[src/rtl/lobm_pkg.sv]
// ----------------------------------------------------------------------------
// Limit order book matcher package
// Sizes, result kinds and shared types of the order book matcher.
// ----------------------------------------------------------------------------
package lobm_pkg;

	localparam int PRICE_LEVELS = 1024;
	localparam int ORDER_SLOTS  = 1024;
	localparam int QTY_BITS     = 20;
	localparam int MAX_FILLS    = 63;
	localparam int ID_BITS      = 32;

	localparam int PRICE_BITS = $clog2(PRICE_LEVELS);
	localparam int SLOT_BITS  = $clog2(ORDER_SLOTS);
	localparam int FCNT_BITS  = SLOT_BITS + 1;
	localparam int LVL_BITS   = PRICE_BITS + 1;
	localparam int FILL_BITS  = $clog2(MAX_FILLS + 1);

	// Level occupancy is kept as a bitmap, one word per memory row.
	localparam int WORD_BITS     = 64;
	localparam int BIT_BITS      = $clog2(WORD_BITS);
	localparam int ROWS_PER_SIDE = PRICE_LEVELS / WORD_BITS;
	localparam int ROW_BITS      = $clog2(ROWS_PER_SIDE);
	localparam int BM_ROWS       = 2 * ROWS_PER_SIDE;
	localparam int BMA_BITS      = ROW_BITS + 1;

	localparam logic [1:0] KIND_TRADE = 2'd0;
	localparam logic [1:0] KIND_REST  = 2'd1;
	localparam logic [1:0] KIND_FULL  = 2'd2;
	localparam logic [1:0] KIND_LIMIT = 2'd3;

	localparam logic SIDE_BUY  = 1'b0;
	localparam logic SIDE_SELL = 1'b1;

	typedef struct packed {
		logic                found;
		logic [BIT_BITS-1:0] bit_idx;
	} pick_t;

	typedef struct packed {
		logic [SLOT_BITS-1:0] head;
		logic [SLOT_BITS-1:0] tail;
	} lvl_t;

endpackage

[src/rtl/lobm_bit_pick.sv]
// ----------------------------------------------------------------------------
// Bitmap level picker
// Finds the best occupied level in one bitmap word within the limit price.
// ----------------------------------------------------------------------------
module lobm_bit_pick (
	input  logic [lobm_pkg::WORD_BITS-1:0]  word,
	input  logic                            sell,
	input  logic [lobm_pkg::ROW_BITS-1:0]   row,
	input  logic [lobm_pkg::PRICE_BITS-1:0] limit,
	output lobm_pkg::pick_t                 pick
);
	logic [lobm_pkg::ROW_BITS-1:0] lim_row;
	logic [lobm_pkg::BIT_BITS-1:0] lim_bit;
	logic [lobm_pkg::WORD_BITS-1:0] cand;

	assign lim_row = limit[lobm_pkg::PRICE_BITS-1:lobm_pkg::BIT_BITS];
	assign lim_bit = limit[lobm_pkg::BIT_BITS-1:0];

	// A buy takes levels at or below its limit, a sell at or above.
	always_comb begin
		for (int i = 0; i < lobm_pkg::WORD_BITS; i++) begin
			if (sell)
				cand[i] = word[i] && ((row > lim_row) ||
					(lobm_pkg::BIT_BITS'(i) >= lim_bit));
			else
				cand[i] = word[i] && ((row < lim_row) ||
					(lobm_pkg::BIT_BITS'(i) <= lim_bit));
		end
	end

	// Buys want the lowest price, sells the highest.
	always_comb begin
		pick.found   = |cand;
		pick.bit_idx = '0;
		if (sell) begin
			for (int i = 0; i < lobm_pkg::WORD_BITS; i++)
				if (cand[i]) pick.bit_idx = lobm_pkg::BIT_BITS'(i);
		end else begin
			for (int i = lobm_pkg::WORD_BITS - 1; i >= 0; i--)
				if (cand[i]) pick.bit_idx = lobm_pkg::BIT_BITS'(i);
		end
	end
endmodule

[config.mk]
export PLATFORM = sky130hd
export DESIGN_NAME = lobm_bit_pick
export DESIGN_NICKNAME = d
export VERILOG_FILES = /design/src/rtl/lobm_pkg.sv /design/src/rtl/lobm_bit_pick.sv
export SDC_FILE = /design/constraint.sdc
export NUM_CORES = 1
export LEC_CHECK = 0
export BUFFER_PORTS_ARGS = -buffer_cell sky130_fd_sc_hd__buf_2
export CAP_MARGIN = 20
export CORE_ASPECT_RATIO = 0.6
export CORE_MARGIN = 2
export CORE_UTILIZATION = 45
export DETAILED_ROUTE_END_ITERATION = 10
export PLACE_DENSITY = 0.7
export SYNTH_ARGS = -nofsm -noshare
export SYNTH_HDL_FRONTEND = slang
export SYNTH_SLANG_ARGS = --single-unit
[constraint.sdc]
create_clock -name vclk -period 3.2
set_input_delay 0 -clock vclk [all_inputs]
set_output_delay 0 -clock vclk [all_outputs]
set_load 0.01 [all_outputs]
==> metrics.md <==
| Metric | Value |
|---|---|
| Status | `complete, but fails checks` |
| Failing checks | `setup timing` |
| Layout cells sized above 1 | `42.0%` |
| Overall power | `1.18 mW` |
| Starting DRT DRC Count | `1277` |
| Net Sw Power | `0.655 mW` |
| P_leak | `2.37 nW` |
| Area grow syn2layout | `62.4%` |
| Total track usage | `43.9%` |
| Worst path cell trace | `buf_6, inv_4, ha_4, nor2b_4, buf_6, o311a_4, o21ai_4, buf_12, a221oi_1, or4_4, a211o_1, a21oi_2, o2111ai_1, and4_1, a211o_1, buf_2` |
| Peak VDD IR | `0.000156 V` |
| Sequential share of power | `0%` |
| Max_slew headroom | `44.5%` |
| Post-synth cell types | `73` |
| Slew at the pin with the worst max-slew slack | `826 ps` |
| Sequential element share of the synthesized area | `0%` |
| Multi-input gate area | `3430 um2` |
| Hold Vio Cnt, Final | `0` |
| Nets | `837` |
| Slowest-stage cell, CP | `or4_4` |
| Hold wc startpoint | `sell` |
| Post-route ant nets | `0` |
| Combinational Power Share | `100.0%` |
| RSZ-0062 raised after global routing | `yes` |
| Final Cycle Share | `105%` |
| FF+latch area | `0 um2` |
| Pre-antenna DRT Iters | `10` |
| Core ar. | `7210 um2` |
| Initial antenna violation count | `0` |
| Synth warn | `0` |
| I/O pin cnt | `86` |
| Seq cells | `0` |
| Routed len/inst | `23.4 um` |
| Final WS setup | `-156 ps` |
| Die ar. | `8130 um2` |
| Pre-CTS WS | `-226 ps` |
| Remaining Overflow, GRT | `0` |
| Switch share | `55.3%` |
| Pwr per Cell Area | `219 nW/um2` |
| Crit Path Max Fanout | `4` |
| Hold Path Stages | `5` |
| Fillers | `536` |
| Port Buffer Count | `86` |
| First-pass GRT wire length | `28300 um` |
| Final Setup Violations | `4` |
| Die H | `70.6 um` |
| CP Capture Type | `output port` |
| Std-Cell Rows | `24` |
| Worst Path Required | `3200 ps` |
| Largest net degree at the start of global routing | `24` |
| GPL Wtd Cong | `1.12` |
| Avg Vias per Cell | `7.25` |
| Leading area contributor after synthesis | `nor2_1` |
| Critical path class | `input pin to output port` |
| Clock share of power | `0%` |
| Number of hold-repair buffers added at the cts stage | `0` |
| Routed Wire Length | `19700 um` |
| Max cap viols | `0` |
| Post-DP HPWL | `14600 um` |
| Setup_tns | `-274 ps` |
| Worst path arrival time | `3360 ps` |
| # DRC | `0` |
| Synth top area share | `8.00%` |
| Syn_nets | `631` |
| Routed vias | `6111` |
| Startpoint class of the critical path | `input pin` |
| Avg Cell Area, Syn | `6.08 um2` |
| CLK BUF | `0` |
| Slowest stage delay, CP | `560 ps` |
| Vias in the first global route | `5373` |
| Hold EP | `pick[5]` |
| Top cells by area, synth | `nor2_1 (8.0%), o221ai_1 (7.1%), a21oi_1 (6.5%)` |
| Starting Density | `46.2%` |
| Critical path's top delay family | `compound AO/OA/AOI/OAI gates` |
| Max Freq | `298 MHz` |
| Period minus WS final | `3360 ps` |
| WP buf/inv | `5` |
| Mapped Cells | `548` |
| Antenna diode count | `0` |
| Worst Hold Class | `input pin to output port` |
| Syn Std Cell Area | `3330 um2` |
| Die W | `115 um` |
| Slew Viols, Final | `0` |
| WHS | `603 ps` |
| Int Pwr | `0.529 mW` |
-- cells by family (layout without fill, tap and decap cells) --
kind of cell | count (synthesis) | in the layout | share of synthesized area, %
AO/OA/AOI/OAI | 241 | 242 | 54.9
adder cells (fa/ha/maj) | 4 | 4 | 1.50
buffers and inverters | 66 | 269 | 8.15
AND/OR/NAND/NOR | 237 | 237 | 35.4
-- power by group through the flow --
stage / Clock (mW) / Sequential, mW / Combinational [mW]
after detailed placement: 0 / 0 / 0.930
final: 0 / 0 / 1.18
after global placement: 0 / 0 / 0.914
after global routing: 0 / 0 / 1.23
after floorplan: 0 / 0 / 0.500
after CTS: 0 / 0 / 1.00
-- final cells by class --
class | instances | share of cell area, %
inverter | 36 | 2.55
tap | 91 | 2.11
multi-input combinational | 483 | 63.4
timing repair buffer | 233 | 32.0
-- metrics by stage --
| step | utilization [%] | instances | instance area [um2] |
|---|---|---|---|
| finish | 75.0 | 843 | 5410 |
| global route | 75.0 | 843 | 5410 |
| CTS | 68.5 | 825 | 4930 |
| detailed placement | 65.1 | 815 | 4690 |
| global placement | 65.1 | 815 | 4690 |
| floorplan | - | 548 | 3330 |
-- synthesized netlist by cell type, types with 13 or more instances --
master / n
o221ai_1: 27
nand3_1: 26
inv_1: 36
nor2_1: 71
o21ai_0: 36
o211ai_1: 15
a21oi_1: 43
nor3_1: 13
buf_2: 13
nand2_1: 52
o221a_2: 15
-- placed cells by master, fill, tap and decap left out, types with 8 or more instances in the layout --
cell,Yosys,layout
buf_2,13,84
nor2_1,71,69
nor3_1,13,11
nand2b_1,11,11
buf_6,1,11
nand2_1,52,51
o211ai_1,15,15
o21ai_0,36,33
buf_4,0,128
a211oi_1,12,9
inv_1,36,35
and2_1,8,8
nand3_1,26,25
o221a_2,15,12
a21oi_1,43,38
o221ai_1,27,20
-- repair_timing --
item | CTS | global route
setup endpoints to repair | 4 | 7
pin swaps | 10 | 26
endpoints found under the hold margin | 0 | 0
gates resized for setup | 25 | 62
buffers inserted | 8 | 16
gates cloned | 2 | 2
-- layer usage --
| metal | GRT usage, % | part of all wire [%] |
|---|---|---|
| met1 | 60.0 | 38 |
| met4 | 13.5 | 5.8 |
| met3 | 14.8 | 18 |
| met2 | 65.2 | 39 |
| met5 | 0 | 0 |
-- worst max-delay path by stage --
| stage | from | slack, ps | to | cells past startpoint |
|---|---|---|---|---|
| floorplan | limit[7] | 460 | pick[2] | 12 |
| global route | limit[8] | -150 | pick[2] | 15 |
| detailed placement | limit[7] | -230 | pick[2] | 17 |
| global placement | row[1] | -140 | pick[2] | 14 |
| finish | limit[7] | -160 | pick[2] | 16 |
| CTS | row[1] | -50 | pick[5] | 17 |
Power figures use the tool's default switching activity.
